File: config.mk
export PLATFORM = sky130hd
export DESIGN_NAME = bignum_limb_arith_unit_top
export DESIGN_NICKNAME = d
export VERILOG_FILES = /design/src/design/blau_pkg.sv /design/src/design/blau_div.sv /design/src/design/bignum_limb_arith_unit_top.sv
export SDC_FILE = /design/constraint.sdc
export NUM_CORES = 1
export LEC_CHECK = 0
export ABC_CLOCK_PERIOD_IN_PS = 8900
export BUFFER_PORTS_ARGS = -buffer_cell sky130_fd_sc_hd__buf_4
export CAP_MARGIN = 5
export CORE_MARGIN = 5
export CORE_UTILIZATION = 40
export DETAILED_ROUTE_END_ITERATION = 16
export GPL_TIMING_DRIVEN = 0
export SLEW_MARGIN = 20
export SYNTH_ARGS = -nofsm -noshare
export SYNTH_HDL_FRONTEND = slang
export SYNTH_SLANG_ARGS = --single-unit
File: constraint.sdc
create_clock -name i_clk -period 8.9 [get_ports i_clk]
set_clock_uncertainty 0.2 [all_clocks]
set_input_delay 0 -clock i_clk [delete_from_list [all_inputs] [get_ports i_clk]]
set_output_delay 0 -clock i_clk [all_outputs]
set_load 0.02 [all_outputs]
File: src/design/blau_pkg.sv
package blau_pkg;

    localparam int LIMB_W  = 14;
    localparam int OPB_W   = 16;
    localparam int CARRY_W = 16;
    localparam int OP_W    = 3;
    localparam int NUM_W   = 30;
    localparam int CNT_W   = $clog2(NUM_W + 1);

    localparam logic [OP_W-1:0] OP_ADD  = 3'd0;
    localparam logic [OP_W-1:0] OP_SUB  = 3'd1;
    localparam logic [OP_W-1:0] OP_MUL  = 3'd2;
    localparam logic [OP_W-1:0] OP_DIV  = 3'd3;
    localparam logic [OP_W-1:0] OP_ZERO = 3'd4;

    localparam logic [OPB_W-1:0]   LIMB_BASE = 16'd10000;
    localparam logic [LIMB_W-1:0]  LIMB_MAX  = 14'd9999;
    localparam logic [CARRY_W-1:0] CARRY_MAX = 16'hFFFF;

    typedef enum logic [1:0] {
        S_IDLE,
        S_PREP,
        S_DIV,
        S_FIN
    } t_state;

    typedef struct packed {
        logic [NUM_W-1:0] num;
        logic [OPB_W-1:0] den;
        logic             start;
    } t_div_req;

endpackage

File: src/design/blau_div.sv
module blau_div (
    input  logic                       i_clk,
    input  logic                       i_rst_n,
    input  blau_pkg::t_div_req         i_req,
    output logic                       o_done,
    output logic [blau_pkg::NUM_W-1:0] o_quot,
    output logic [blau_pkg::OPB_W-1:0] o_rem
);
    import blau_pkg::*;

    logic [NUM_W-1:0] r_quot, n_quot;
    logic [OPB_W-1:0] r_rem, n_rem;
    logic [OPB_W-1:0] r_den, n_den;
    logic [CNT_W-1:0] r_cnt, n_cnt;
    logic             r_busy, n_busy;
    logic             r_done, n_done;
    logic [OPB_W:0]   shifted;
    logic [OPB_W+1:0] trial;

    // One quotient bit per cycle: shift the next numerator bit into the
    // partial remainder and keep the difference when it does not borrow.
    always_comb begin
        shifted = {r_rem, r_quot[NUM_W-1]};
        trial   = {1'b0, shifted} - {2'b00, r_den};
        n_quot  = r_quot;
        n_rem   = r_rem;
        n_den   = r_den;
        n_cnt   = r_cnt;
        n_busy  = r_busy;
        n_done  = 1'b0;
        if (i_req.start) begin
            n_quot = i_req.num;
            n_rem  = '0;
            n_den  = i_req.den;
            n_cnt  = CNT_W'(NUM_W);
            n_busy = 1'b1;
        end else if (r_busy) begin
            if (!trial[OPB_W+1]) begin
                n_rem  = trial[OPB_W-1:0];
                n_quot = {r_quot[NUM_W-2:0], 1'b1};
            end else begin
                n_rem  = shifted[OPB_W-1:0];
                n_quot = {r_quot[NUM_W-2:0], 1'b0};
            end
            n_cnt = r_cnt - 1'b1;
            if (r_cnt == CNT_W'(1)) begin
                n_busy = 1'b0;
                n_done = 1'b1;
            end
        end
    end

    always_ff @(posedge i_clk) begin
        if (!i_rst_n) begin
            r_cnt  <= '0;
            r_busy <= 1'b0;
            r_done <= 1'b0;
        end else begin
            r_cnt  <= n_cnt;
            r_busy <= n_busy;
            r_done <= n_done;
        end
        r_quot <= n_quot;
        r_rem  <= n_rem;
        r_den  <= n_den;
    end

    assign o_done = r_done;
    assign o_quot = r_quot;
    assign o_rem  = r_rem;

endmodule

File: src/design/bignum_limb_arith_unit_top.sv
// Limb-serial base-10000 arithmetic unit.
// The input channel (i_in_valid / o_in_ready) takes one limb per transfer
// with its op code, first and last flags and the second operand. The output
// channel (o_out_valid / i_out_ready) returns one result limb per item with
// the running carry, borrow or remainder, the nonzero flag, the divide error
// flag and a copy of the last flag.
// Add, subtract with a negative difference, multiply and divide go through a
// bit-serial restoring divider that produces one quotient bit per cycle over
// a 30-bit numerator; such an item passes the prepare, divide and finish
// states, and its result is written from the finish state. Zero test,
// divide by zero and subtract without borrow skip the divider and go from
// the prepare state straight to the finish state. One item is worked on at
// a time: the next item is accepted only once the control is back in idle.
// The result sits in an output register, so the next item is accepted while
// a result waits; when the receiver stalls, the following item stops before
// writing its result until the register is free.
// Reset clears the running carry, the nonzero flag and the output valid flag and returns the control to idle.
module bignum_limb_arith_unit_top (
    input  logic                         i_clk,
    input  logic                         i_rst_n,
    input  logic                         i_in_valid,
    output logic                         o_in_ready,
    input  logic [blau_pkg::OP_W-1:0]    i_op,
    input  logic                         i_first,
    input  logic                         i_last,
    input  logic [blau_pkg::LIMB_W-1:0]  i_limb_a,
    input  logic [blau_pkg::OPB_W-1:0]   i_operand_b,
    output logic                         o_out_valid,
    input  logic                         i_out_ready,
    output logic [blau_pkg::LIMB_W-1:0]  o_limb_out,
    output logic [blau_pkg::CARRY_W-1:0] o_carry_out,
    output logic                         o_nonzero,
    output logic                         o_div_error,
    output logic                         o_last_out
);
    import blau_pkg::*;

    t_state             r_state, n_state;
    logic [OP_W-1:0]    r_op;
    logic               r_last;
    logic [LIMB_W-1:0]  r_a;
    logic [OPB_W-1:0]   r_b;
    logic [CARRY_W-1:0] r_carry, n_carry;
    logic               r_nz, n_nz;
    logic               r_out_valid, n_out_valid;
    logic [LIMB_W-1:0]  r_limb_out;
    logic [CARRY_W-1:0] r_carry_out;
    logic               r_nz_out;
    logic               r_err_out;
    logic               r_last_out;

    logic               accept;
    logic               fin_en;
    logic               bypass;
    t_div_req           div_req;
    logic               div_done;
    logic [NUM_W-1:0]   div_quot;
    logic [OPB_W-1:0]   div_rem;

    logic [OPB_W-1:0]   mul_x, mul_y, mul_add;
    logic [31:0]        prod, prod_sum;
    logic [OPB_W:0]     sub_bc, sub_mag, sub_diff;
    logic               sub_neg;
    logic               b_zero;
    logic [LIMB_W-1:0]  fin_limb;
    logic [CARRY_W-1:0] fin_carry;
    logic               fin_err;

    blau_div u_div (
        .i_clk   (i_clk),
        .i_rst_n (i_rst_n),
        .i_req   (div_req),
        .o_done  (div_done),
        .o_quot  (div_quot),
        .o_rem   (div_rem)
    );

    assign sub_bc   = {1'b0, r_b} + {1'b0, r_carry};
    assign sub_neg  = sub_bc > {3'b000, r_a};
    assign sub_mag  = sub_bc - {3'b000, r_a};
    assign sub_diff = {3'b000, r_a} - sub_bc;
    assign b_zero   = (r_b == '0);

    always_comb begin
        if (r_op == OP_DIV) begin
            mul_x   = r_carry;
            mul_y   = LIMB_BASE;
            mul_add = {2'b00, r_a};
        end else begin
            mul_x   = {2'b00, r_a};
            mul_y   = r_b;
            mul_add = r_carry;
        end
        prod     = mul_x * mul_y;
        prod_sum = prod + {16'h0000, mul_add};
    end

    always_comb begin
        div_req.num = '0;
        div_req.den = LIMB_BASE;
        bypass      = 1'b0;
        case (r_op)
            OP_ADD: begin
                div_req.num = NUM_W'(r_a) + NUM_W'(r_b) + NUM_W'(r_carry);
            end
            OP_SUB: begin
                div_req.num = NUM_W'(sub_mag);
                bypass      = !sub_neg;
            end
            OP_MUL: begin
                div_req.num = prod_sum[NUM_W-1:0];
            end
            OP_DIV: begin
                div_req.num = prod_sum[NUM_W-1:0];
                div_req.den = r_b;
                bypass      = b_zero;
            end
            default: begin
                bypass = 1'b1;
            end
        endcase
        div_req.start = (r_state == S_PREP) && !bypass;
    end

    always_comb begin
        n_state = r_state;
        case (r_state)
            S_IDLE: if (i_in_valid) n_state = S_PREP;
            S_PREP: n_state = bypass ? S_FIN : S_DIV;
            S_DIV:  if (div_done) n_state = S_FIN;
            S_FIN:  if (!r_out_valid || i_out_ready) n_state = S_IDLE;
            default: n_state = S_IDLE;
        endcase
    end

    always_comb begin
        o_in_ready = 1'b0;
        fin_en     = 1'b0;
        case (r_state)
            S_IDLE:  o_in_ready = 1'b1;
            S_FIN:   fin_en = !r_out_valid || i_out_ready;
            default: begin
                o_in_ready = 1'b0;
                fin_en     = 1'b0;
            end
        endcase
    end

    assign accept = i_in_valid && o_in_ready;

    always_comb begin
        fin_limb  = r_a;
        fin_carry = r_carry;
        fin_err   = 1'b0;
        case (r_op)
            OP_ADD: begin
                fin_limb  = div_rem[LIMB_W-1:0];
                fin_carry = div_quot[CARRY_W-1:0];
            end
            OP_SUB: begin
                if (!sub_neg) begin
                    fin_limb  = sub_diff[LIMB_W-1:0];
                    fin_carry = '0;
                end else if (div_rem == '0) begin
                    fin_limb  = '0;
                    fin_carry = div_quot[CARRY_W-1:0];
                end else begin
                    fin_limb  = LIMB_BASE[LIMB_W-1:0] - div_rem[LIMB_W-1:0];
                    fin_carry = div_quot[CARRY_W-1:0] + 1'b1;
                end
            end
            OP_MUL: begin
                fin_limb  = div_rem[LIMB_W-1:0];
                fin_carry = (div_quot > NUM_W'(CARRY_MAX)) ? CARRY_MAX
                                                           : div_quot[CARRY_W-1:0];
            end
            OP_DIV: begin
                if (b_zero) begin
                    fin_limb = '0;
                    fin_err  = 1'b1;
                end else begin
                    fin_limb  = (div_quot > NUM_W'(LIMB_MAX)) ? LIMB_MAX
                                                              : div_quot[LIMB_W-1:0];
                    fin_carry = div_rem;
                end
            end
            default: begin
                fin_limb = r_a;
            end
        endcase
    end

    always_comb begin
        n_carry     = r_carry;
        n_nz        = r_nz;
        n_out_valid = r_out_valid;
        if (r_out_valid && i_out_ready) begin
            n_out_valid = 1'b0;
        end
        if (accept && i_first) begin
            n_carry = '0;
            n_nz    = 1'b0;
        end
        if (fin_en) begin
            n_carry     = fin_carry;
            n_nz        = r_nz || (fin_limb != '0);
            n_out_valid = 1'b1;
        end
    end

    always_ff @(posedge i_clk) begin
        if (!i_rst_n) begin
            r_state     <= S_IDLE;
            r_carry     <= '0;
            r_nz        <= 1'b0;
            r_out_valid <= 1'b0;
        end else begin
            r_state     <= n_state;
            r_carry     <= n_carry;
            r_nz        <= n_nz;
            r_out_valid <= n_out_valid;
        end
    end

    always_ff @(posedge i_clk) begin
        if (accept) begin
            r_op   <= i_op;
            r_last <= i_last;
            r_a    <= i_limb_a;
            r_b    <= i_operand_b;
        end
        if (fin_en) begin
            r_limb_out  <= fin_limb;
            r_carry_out <= fin_carry;
            r_nz_out    <= r_nz || (fin_limb != '0);
            r_err_out   <= fin_err;
            r_last_out  <= r_last;
        end
    end

    assign o_out_valid = r_out_valid;
    assign o_limb_out  = r_limb_out;
    assign o_carry_out = r_carry_out;
    assign o_nonzero   = r_nz_out;
    assign o_div_error = r_err_out;
    assign o_last_out  = r_last_out;

endmodule
Word level (Yosys, flattened, before mapping)
Index checks and enable logic that the tools add are counted.
{"block": "word_totals", "reg_bits": 156, "latchBits": 0, "mem_bits_rw": 0, "rom_bits": 0, "in_bits": 39, "out_inout_bits": 35, "mem_count": 0}
{"block": "classes", "addsub": 10, "n_mul": 1, "div": 0, "n_lt_le_gt_ge": 3, "eq_ne": 10, "shifts": 0, "n_mux": 39, "n_bitwise": 2, "reduce_logical": 22}
{"operator": "2-to-1 mux 16 bit", "n": 10}
{"operator": "one-hot mux 30 bit (3 select lines)", "n": 1}
{"operator": "one-hot mux 16 bit (4 select lines)", "n": 1}
{"operator": "2-to-1 mux 30 bit", "n": 2}
{"operator": "2-to-1 mux 14 bit", "n": 4}
{"operator": "one-hot mux 14 bit (3 select lines)", "n": 1}
{"operator": "zero test 16 bit", "n": 2}
{"operator": "adder 30 x 16 -> 30 bit", "n": 1}
{"operator": "greater-than comparator 30 x 14 -> 1 bit (second input constant)", "n": 1}
{"operator": "greater-than comparator 30 x 16 -> 1 bit (second input constant)", "n": 1}
{"operator": "multiplier 16 x 16 -> 30 bit", "n": 1}
{"operator": "adder 17 x 16 -> 18 bit", "n": 1}
{"operator": "subtractor 17 x 16 -> 18 bit", "n": 1}
{"operator": "adder 14 x 16 -> 17 bit", "n": 1}
{"operator": "adder 16 x 16 -> 17 bit", "n": 1}
{"operator": "greater-than comparator 17 x 14 -> 1 bit", "n": 1}
{"operator": "subtractor 17 x 14 -> 17 bit", "n": 1}
{"operator": "adder 16 x 1 -> 16 bit (second input constant)", "n": 1}
{"operator": "nonzero test 14 bit", "n": 1}
{"operator": "subtractor 14 bit", "n": 1}
{"operator": "subtractor 14 bit (first input constant)", "n": 1}
{"operator": "2-to-1 mux 1 bit", "n": 13}
{"operator": "2-to-1 mux 5 bit", "n": 2}
{"operator": "one-hot mux 2 bit (4 select lines)", "n": 1}
{"operator": "20 further kinds", "n": 36}

Logic depth before layout (Yosys ltp)
Gate-level depths: netlist (run 1).
{"block": "depth", "word_depth": 7, "depth_mapped": 31, "ltp_nobuf": 27}

Modules after synthesis
From an unflattened synthesis (run 1), not the netlist that was laid out.
{"block": "unflattened", "hier_cells": 2310, "area_unflattened_um2": 21006.4}
{"mod": "bignum_limb_arith_unit_top", "instances": 1, "cells_per_inst": 1955, "area_each_um2": 17067.6, "seq_area_each_um2": 2412.3}
{"mod": "blau_div", "instances": 1, "cells_per_inst": 355, "area_each_um2": 3938.8, "seq_area_each_um2": 1841.8}

Worst setup path after synthesis (run 1)
No wires, ideal clock.
{"block": "synth_timing", "path_type": "register to register", "start": "register r_op[1]", "end": "register u_div.r_quot[28] (netlist: u_div.o_quot[28]) (data pin)", "setup_time_ps": 256, "t_arrival_ps": 7435, "required_ps": 8444, "slack_ps": 1009, "path_stages_with_launch": 30, "path_buffers": 4, "path_cell_list": "edfxtp_1 > clkbuf_1 > nor2b_1 > nand2_1 > clkbuf_1 > clkbuf_1 > and2_0 > clkbuf_1 > a21o_1 > fa_1 > inv_1 > fa_1 > fa_1 > inv_1 > fa_1 > fa_1 > inv_1 > fa_1 > inv_1 > ha_1 > a21o_1 > a21o_1 > a21oi_1 > o21ai_0 > a221o_1 > a221oi_1 > o22ai_1 > o41ai_1 > xnor2_1 > a22o_1"}
{"block": "synth_between", "elab_chain_len": 6, "elab_cells_between_ends": 16, "classes_between": "1 x add/sub; 1 x mul; 3 x eq/ne; 6 x mux; 5 x reduce/logical"}
{"item": "start: declaration", "line_no": "bignum_limb_arith_unit_top.sv:39", "text": "logic [OP_W-1:0] r_op;"}
{"item": "start signal: assignment", "line_no": "bignum_limb_arith_unit_top.sv:227", "text": "r_op <= i_op;"}
{"item": "== test 3 x 2 -> 1 bit (tied with other cells)", "line_no": "bignum_limb_arith_unit_top.sv:85, bignum_limb_arith_unit_top.sv:102"}
{"item": "2-to-1 mux 16 bit / OR reduction 2 bit (equally long branches)"}
{"item": "multiplier 16 x 16 -> 30 bit / one-hot mux 1 bit (3 select lines) (equally long branches)", "line_no": "bignum_limb_arith_unit_top.sv:94, bignum_limb_arith_unit_top.sv:102"}
{"item": "adder 30 x 16 -> 30 bit / zero test 1 bit (equally long branches)", "line_no": "bignum_limb_arith_unit_top.sv:95, bignum_limb_arith_unit_top.sv:122"}
{"item": "one-hot mux 30 bit (3 select lines) / logical AND 1 bit (equally long branches)", "line_no": "bignum_limb_arith_unit_top.sv:102, bignum_limb_arith_unit_top.sv:122"}
{"item": "2-to-1 mux 30 bit *", "line_no": "blau_div.sv:31", "text": "if (i_req.start) begin"}
{"item": "named net u_div.n_quot[28]", "line_no": "blau_div.sv:11", "text": "logic [NUM_W-1:0] r_quot, n_quot;"}
{"item": "end signal: assignment", "line_no": "blau_div.sv:63", "text": "r_quot <= n_quot;"}
{"item": "end: declaration", "line_no": "blau_div.sv:11"}
The timed path passes the listed nets; every way through them passes the cells marked *.
A chain may end at the register's enable or synchronous reset.

Worst setup path after layout (run 1)
{"block": "layout_timing", "start": "register r_op[2]", "end": "register u_div.r_quot[28] (netlist: u_div.o_quot[28]) (data pin)"}
Same word-level chain as after synthesis.

==> results.sh, run 1 <==
export IMPL_grt_max_degree=37
export IMPL_dp_cells=3103
export IMPL_path_max_fanout=19
export IMPL_hold_viol=0
export IMPL_fmax_mhz=116.5
export IMPL_cp_arrival_ps=8620
export IMPL_drv_slew=0
export IMPL_synth_warnings=0
export IMPL_wl_per_cell_um=24.07
export IMPL_tightest_slew_ps=948.6
export IMPL_clkLatencyLatePin_ps=480
export IMPL_syn_to_final_growth_pct=12.66
export IMPL_cp_required_ps=8930
export IMPL_cts_sinks=156
export IMPL_crit_slowest_cell="fa_1"
export IMPL_critical_path_class="register to register"
export IMPL_cts_buffer_depth=2
export IMPL_start_util_pct=40.17
export IMPL_cts_root_buf="clkbuf_16"
export IMPL_synthCells=2331
export IMPL_ys_seq_area_share_pct=20.73
export IMPL_via_count=18140
export IMPL_htree_levels=4
export IMPL_io_buffers=73
export IMPL_status="complete, no violations"
export IMPL_clkSlewWorstSetupHoldPaths_ps=70
export IMPL_fin_cells=3175
export IMPL_setup_violations=0
export IMPL_drive_gt1_share_pct=6.899
export IMPL_hp_class="primary input to register"
export IMPL_place_hpwl_mm=61.32
export IMPL_antenna_found_initial=3
export IMPL_synth_area_per_cell_um2=8.805
export IMPL_fin_crit_sh_pct=96.45
export IMPL_die_area_mm2=0.05594
export IMPL_totalWireLength_mm=76.42
export IMPL_grt_overflow=0
export IMPL_synthArstFlopShare_pct=0
export IMPL_ys_flop_type="edfxtp_1"
export IMPL_io_pins=74
export IMPL_maxCapViolCount=0
export IMPL_grt_pass1_vias=18608
export IMPL_end_kind="register"
export IMPL_drt_iter0_drc=1624
export IMPL_numCtsBuffers=17
export IMPL_route_detailed_drc=0
export IMPL_synth_cell_types=84
export IMPL_fin_crit_ps=8584
export IMPL_rsz0062_at_grt="false"
export IMPL_die_h_um=236.5
export IMPL_syn_area_mm2=0.02052
export IMPL_postRouteAntennaNets=0
export IMPL_final_nets=2925
export IMPL_ys_ff_latch=156
export IMPL_r2r_setup_slack_ps=320
export IMPL_chipWidth_um=236.5
export IMPL_globalplace_congestion=1.009
export IMPL_core_rowCount=83
export IMPL_cp_common_cell="fa_1"
export IMPL_synth_edf_count=113
export IMPL_grtUsageTotal_pct=27.04
export IMPL_start_kind="register"
export IMPL_vias_per_cell=5.713
export IMPL_drt_pass1_iterations=8
export IMPL_max_slew_margin_pct=35.13
export IMPL_core_mm2=0.05109
export IMPL_cpPeakStageDelay_ps=550
export IMPL_cts_tree="done"
export IMPL_grt_pass1_wl_mm=115.0
registers in the layout, summed over array words and instances (netlist names), 5 cells and up:
name          count
u_div.o_rem      16
r_carry          16
r_a              14
o_carry_out      16
u_div.r_den      16
u_div.r_cnt       5
r_b              16
o_limb_out       14
u_div.o_quot     30
cell usage after synthesis (10+ instances only):
cell	count	area (um2)
o21ai_0	100	500.5
nor4_1	15	93.84
a22o_1	12	105.1
nor2b_1	28	175.2
ha_1	177	2215
fa_1	229	4584
and2_1	27	168.9
a21o_1	53	397.9
xnor2_1	60	525.5
nand3_1	32	160.2
o21a_1	17	127.6
nor3_1	35	175.2
nand2b_1	13	81.33
nand4_1	10	62.56
dfxtp_1	43	860.8
edfxtp_1	113	3393
clkbuf_1	107	401.6
nand2_1	199	747.0
a211oi_1	25	187.7
xor2_1	46	402.9
a31oi_1	16	100.1
o21bai_1	10	75.07
inv_1	354	1329
a21oi_1	162	810.8
and3_1	89	556.8
o31ai_1	15	112.6
mux2i_1	12	120.1
a22oi_1	18	135.1
nor2_1	142	533.0
or3_1	14	87.58
layout by cell type (no fill, tap or decap), types with 53 or more instances in the layout:
| master | Yosys | layout |
|---|---|---|
| nand2_1 | 199 | 199 |
| xnor2_1 | 60 | 60 |
| clkbuf_1 | 107 | 88 |
| a21oi_1 | 162 | 161 |
| and3_1 | 89 | 89 |
| edfxtp_1 | 113 | 113 |
| ha_1 | 177 | 177 |
| inv_1 | 354 | 354 |
| nor2_1 | 142 | 138 |
| o21ai_0 | 100 | 100 |
| buf_4 | 4 | 80 |
| a21o_1 | 53 | 53 |
| fa_1 | 229 | 229 |
kinds of logic (layout without fill, tap and decap cells):
logic type	count (synthesis)	count (layout)	share of synthesized area, %
flip-flops	156	156	20.73
other	2	21	0.03659
multiplexers	13	13	0.6401
AO/OA/AOI/OAI	535	535	16.98
AND/OR/NAND/NOR	636	636	15.08
adder cells (fa/ha/maj)	406	406	33.13
XOR/XNOR	107	107	4.603
buffers and inverters	476	621	8.809
final cells by class:
class                      instances  area (um2)
timing repair buffer             117        1008
antenna                            2       5.005
fill                            5089       27970
inverter                         356        1336
sequential                       156        4254
buffer                           116       488.0
tap                              680       850.8
clock inverter                    13       165.2
multi-input combinational       1716       14580
clock buffer                      19       432.9
layer usage:
layer / vias to the layer above / share of wire (%) / GRT usage, %
met1: 8931 / 41 / 35.49
met3: 216 / 7.8 / 5.195
li1: 8180 / - / -
met2: 813 / 46 / 43.98
met5: - / 0 / 0
met4: 0 / 4.7 / 11.39
through the flow:
| step | TNS, ps | util, % | area [um2] | hold slack (ps) | setup WS [ps] |
|---|---|---|---|---|---|
| floorplan | 0 | - | 20590 | -101.1 | 1009 |
| global placement | -16800 | 43.03 | 21990 | -21.96 | -1546 |
| detailed placement | -16080 | 43.14 | 22040 | -20.76 | -1471 |
| CTS | 0 | 45.19 | 23090 | 0.2633 | 6.131 |
| global route | 0 | 45.25 | 23120 | 18.11 | 28.46 |
| finish | 0 | 45.25 | 23120 | 26.62 | 315.9 |
path summary, 6_finish.rpt:
check | startpoint | endpoint | depth (start not counted)
worst min-delay path | i_limb_a[8] | r_a[8] | 2
worst min register to register | r_last | o_last_out | 0
worst max register to register | r_op[2] | u_div.o_quot[28] | 29
worst max-delay path | r_op[2] | u_div.o_quot[28] | 29
repair_timing:
action	CTS	global route
gates resized for setup	26	23
endpoints found under the setup margin	19	8
buffers inserted	1	2
hold buffers	39	0
pin swaps	0	2
endpoints found under the hold margin	57	0
critical path: cells and delay by family, from the launching register on:
family                     cells  cell delay, ps
buffers and inverters          8            1220
adders and majority gates      7            3430
AOI/OAI and AO/OA             10            2300
DFF                            1             470
and+or+nand+nor                3             570
xor gates and xnor gates       1             150
Power of run 1 is left out: the tool's default activity adds up to more than one toggle a clock period on the data nets, which glitch-free logic cannot reach.
==> run 2, diff against run 1 <==
--- a/config.mk
+++ b/config.mk
@@ -8,10 +8,10 @@
 export ABC_CLOCK_PERIOD_IN_PS = 8900
 export BUFFER_PORTS_ARGS = -buffer_cell sky130_fd_sc_hd__buf_4
 export CAP_MARGIN = 5
-export CORE_MARGIN = 5
 export CORE_UTILIZATION = 40
 export DETAILED_ROUTE_END_ITERATION = 16
 export GPL_TIMING_DRIVEN = 0
+export RECOVER_POWER = 100
 export SLEW_MARGIN = 20
 export SYNTH_ARGS = -nofsm -noshare
 export SYNTH_HDL_FRONTEND = slang
==> run 2 against run 1 <==
  * The run now ends with max-capacitance violations, max-slew violations left
  * Maximum frequency decreased by 0.81%
  * Count of clock-buffer cells in the layout stayed put
  * Critical path depth up 1
  * Setup slack got worse by 70 ps
  * Register-to-register slack worse by 70 ps
  * Utilization grew 0.38 points
  * Largest cell class unchanged
  * Highest routed layer is now met5
==> results.sh, run 2 (synthesis gave the netlist of run 1 again) <==
export IMPL_grt_pass1_wl_mm=114.9
export IMPL_fmax_mhz=115.6
export IMPL_cp_common_cell="fa_1"
export IMPL_clkSlewWorstSetupHoldPaths_ps=90
export IMPL_cts_tree="done"
export IMPL_cts_sinks=156
export IMPL_fin_crit_ps=8654
export IMPL_max_slew_margin_pct=-16.61
export IMPL_worstHoldStart="i_operand_b[4]"
export IMPL_cp_required_ps=8980
export IMPL_grt_overflow=0
export IMPL_cp_num_cells=30
export IMPL_ff2ff_path_depth=30
export IMPL_violations="max-capacitance violations, max-slew violations"
export IMPL_start_kind="register"
export IMPL_core_rowCount=82
export IMPL_final_common_cell="inv_1"
export IMPL_die_h_um=228.5
export IMPL_chipWidth_um=228.5
export IMPL_cpPeakStageDelay_ps=550
export IMPL_final_cell_mix="inv_1, fa_1, nand2_1"
export IMPL_grt_pass1_vias=18767
export IMPL_core_mm2=0.05038
export IMPL_rsz0062_at_grt="false"
export IMPL_io_buffers=73
export IMPL_globalplace_congestion=0.9996
export IMPL_totalWireLength_mm=75.88
export IMPL_htree_levels=4
export IMPL_cp_arrival_ps=8740
export IMPL_tightest_slew_ps=1749
export IMPL_place_hpwl_mm=60.75
export IMPL_wl_per_cell_um=23.95
export IMPL_die_area_mm2=0.05222
export IMPL_cts_buffer_depth=2
export IMPL_drive_gt1_share_pct=5.168
export IMPL_grtUsageTotal_pct=29.47
export IMPL_route_detailed_drc=0
export IMPL_status="finished, violations left"
export IMPL_syn_to_final_growth_pct=12.02
export IMPL_antenna_found_initial=1
export IMPL_end_kind="register"
export IMPL_io_pins=74
export IMPL_path_buf_inv=8
export IMPL_numCtsBuffers=17
export IMPL_drv_slew=57
export IMPL_r2r_setup_slack_ps=250
export IMPL_path_max_fanout=10
export IMPL_maxCapViolCount=2
export IMPL_start_util_pct=40.74
export IMPL_crit_slowest_cell="fa_1"
export IMPL_postRouteAntennaNets=0
export IMPL_hp_class="primary input to register"
export IMPL_drt_iter0_drc=1678
export IMPL_grt_max_degree=34
export IMPL_cts_root_buf="clkbuf_16"
export IMPL_largest_reg_flops=30
export IMPL_critical_path_class="register to register"
export IMPL_holdPathStages=2
export IMPL_antenna_cells=0
export IMPL_drt_pass1_iterations=7
export IMPL_final_nets=2928
export IMPL_path_delay_family="adder cells"
export IMPL_min_to="r_b[4]"
export IMPL_timing_rr_start="r_op[2]"
export IMPL_hold_viol=0
export IMPL_via_count=18263
export IMPL_tns_ps=0
export IMPL_setup_violations=0
export IMPL_fin_crit_sh_pct=97.23
export IMPL_clkLatencyLatePin_ps=490
export IMPL_worstReg2RegEnd="u_div.o_quot[27]"
export IMPL_vias_per_cell=5.765
run 2: cell types whose count changed in the layout (fill, tap and decap cells not counted), moves of 6 or more:
cell | previous run | this run
buf_4 | 80 | 9
clkbuf_4 | 4 | 41
clkbuf_2 | 12 | 6
and2_0 | 0 | 11
clkbuf_1 | 88 | 130
and2_1 | 28 | 19
run 2: through the flow:
stage | hold slack [ps] | setup slack, ps | instances | area, um2 | utilization [%]
after floorplan | -101.1 | 1009 | 2348 | 20590 | -
after global placement | -21.35 | -1543 | 3093 | 21980 | 43.62
after detailed placement | -20.62 | -1494 | 3096 | 22050 | 43.77
after CTS | 3.747 | 13.05 | 3169 | 23140 | 45.93
after global routing | 29.93 | 17.90 | 3168 | 22990 | 45.64
final | 40.56 | 246.2 | 3168 | 22990 | 45.64
run 2: cell type report:
type	instances	area (um2)
clock inverters	13	171.4
well taps	672	840.8
inverters	356	1336
flip-flops and latches	156	4254
fillers	5006	27390
clock buffers	19	454.2
plain buffers	117	494.2
repair buffers	119	873.3
multi-input cells	1716	14570
run 2: worst max path at each step:
stage                 start                to  slack [ps]
global placement    r_op[1]  u_div.o_quot[28]       -1540
floorplan           r_op[1]  u_div.o_quot[28]        1010
global route        r_op[2]  u_div.o_quot[27]          20
CTS                 r_op[1]  u_div.o_quot[29]          10
finish              r_op[2]  u_div.o_quot[27]         250
detailed placement  r_op[1]  u_div.o_quot[28]       -1490
run 2: repair_timing:
action	CTS	global route
gates resized for setup	22	41
buffers inserted	1	1
hold endpoints to repair	55	0
pin swaps	0	5
setup endpoints to repair	19	11
hold buffers	41	0
run 2: worst reg2reg max path: cells and delay by family, from the launching register on:
kind,cells,cell delay (ps)
flip-flops,1,490
AO/OA/AOI/OAI,9,2240
adder cells (fa/ha/maj),7,3420
XOR/XNOR,1,150
AND/OR/NAND/NOR,5,810
buffers and inverters,8,1170
run 2: per-layer routing:
layer	vias to the layer above	GRT usage [%]	wire length, um
met3	186	5.963	6063
met5	-	0	13
li1	8191	-	-
met2	795	48.27	35330
met1	9089	37.43	31000
met4	2	13.30	3475
Power of run 2 is left out for the same reason.
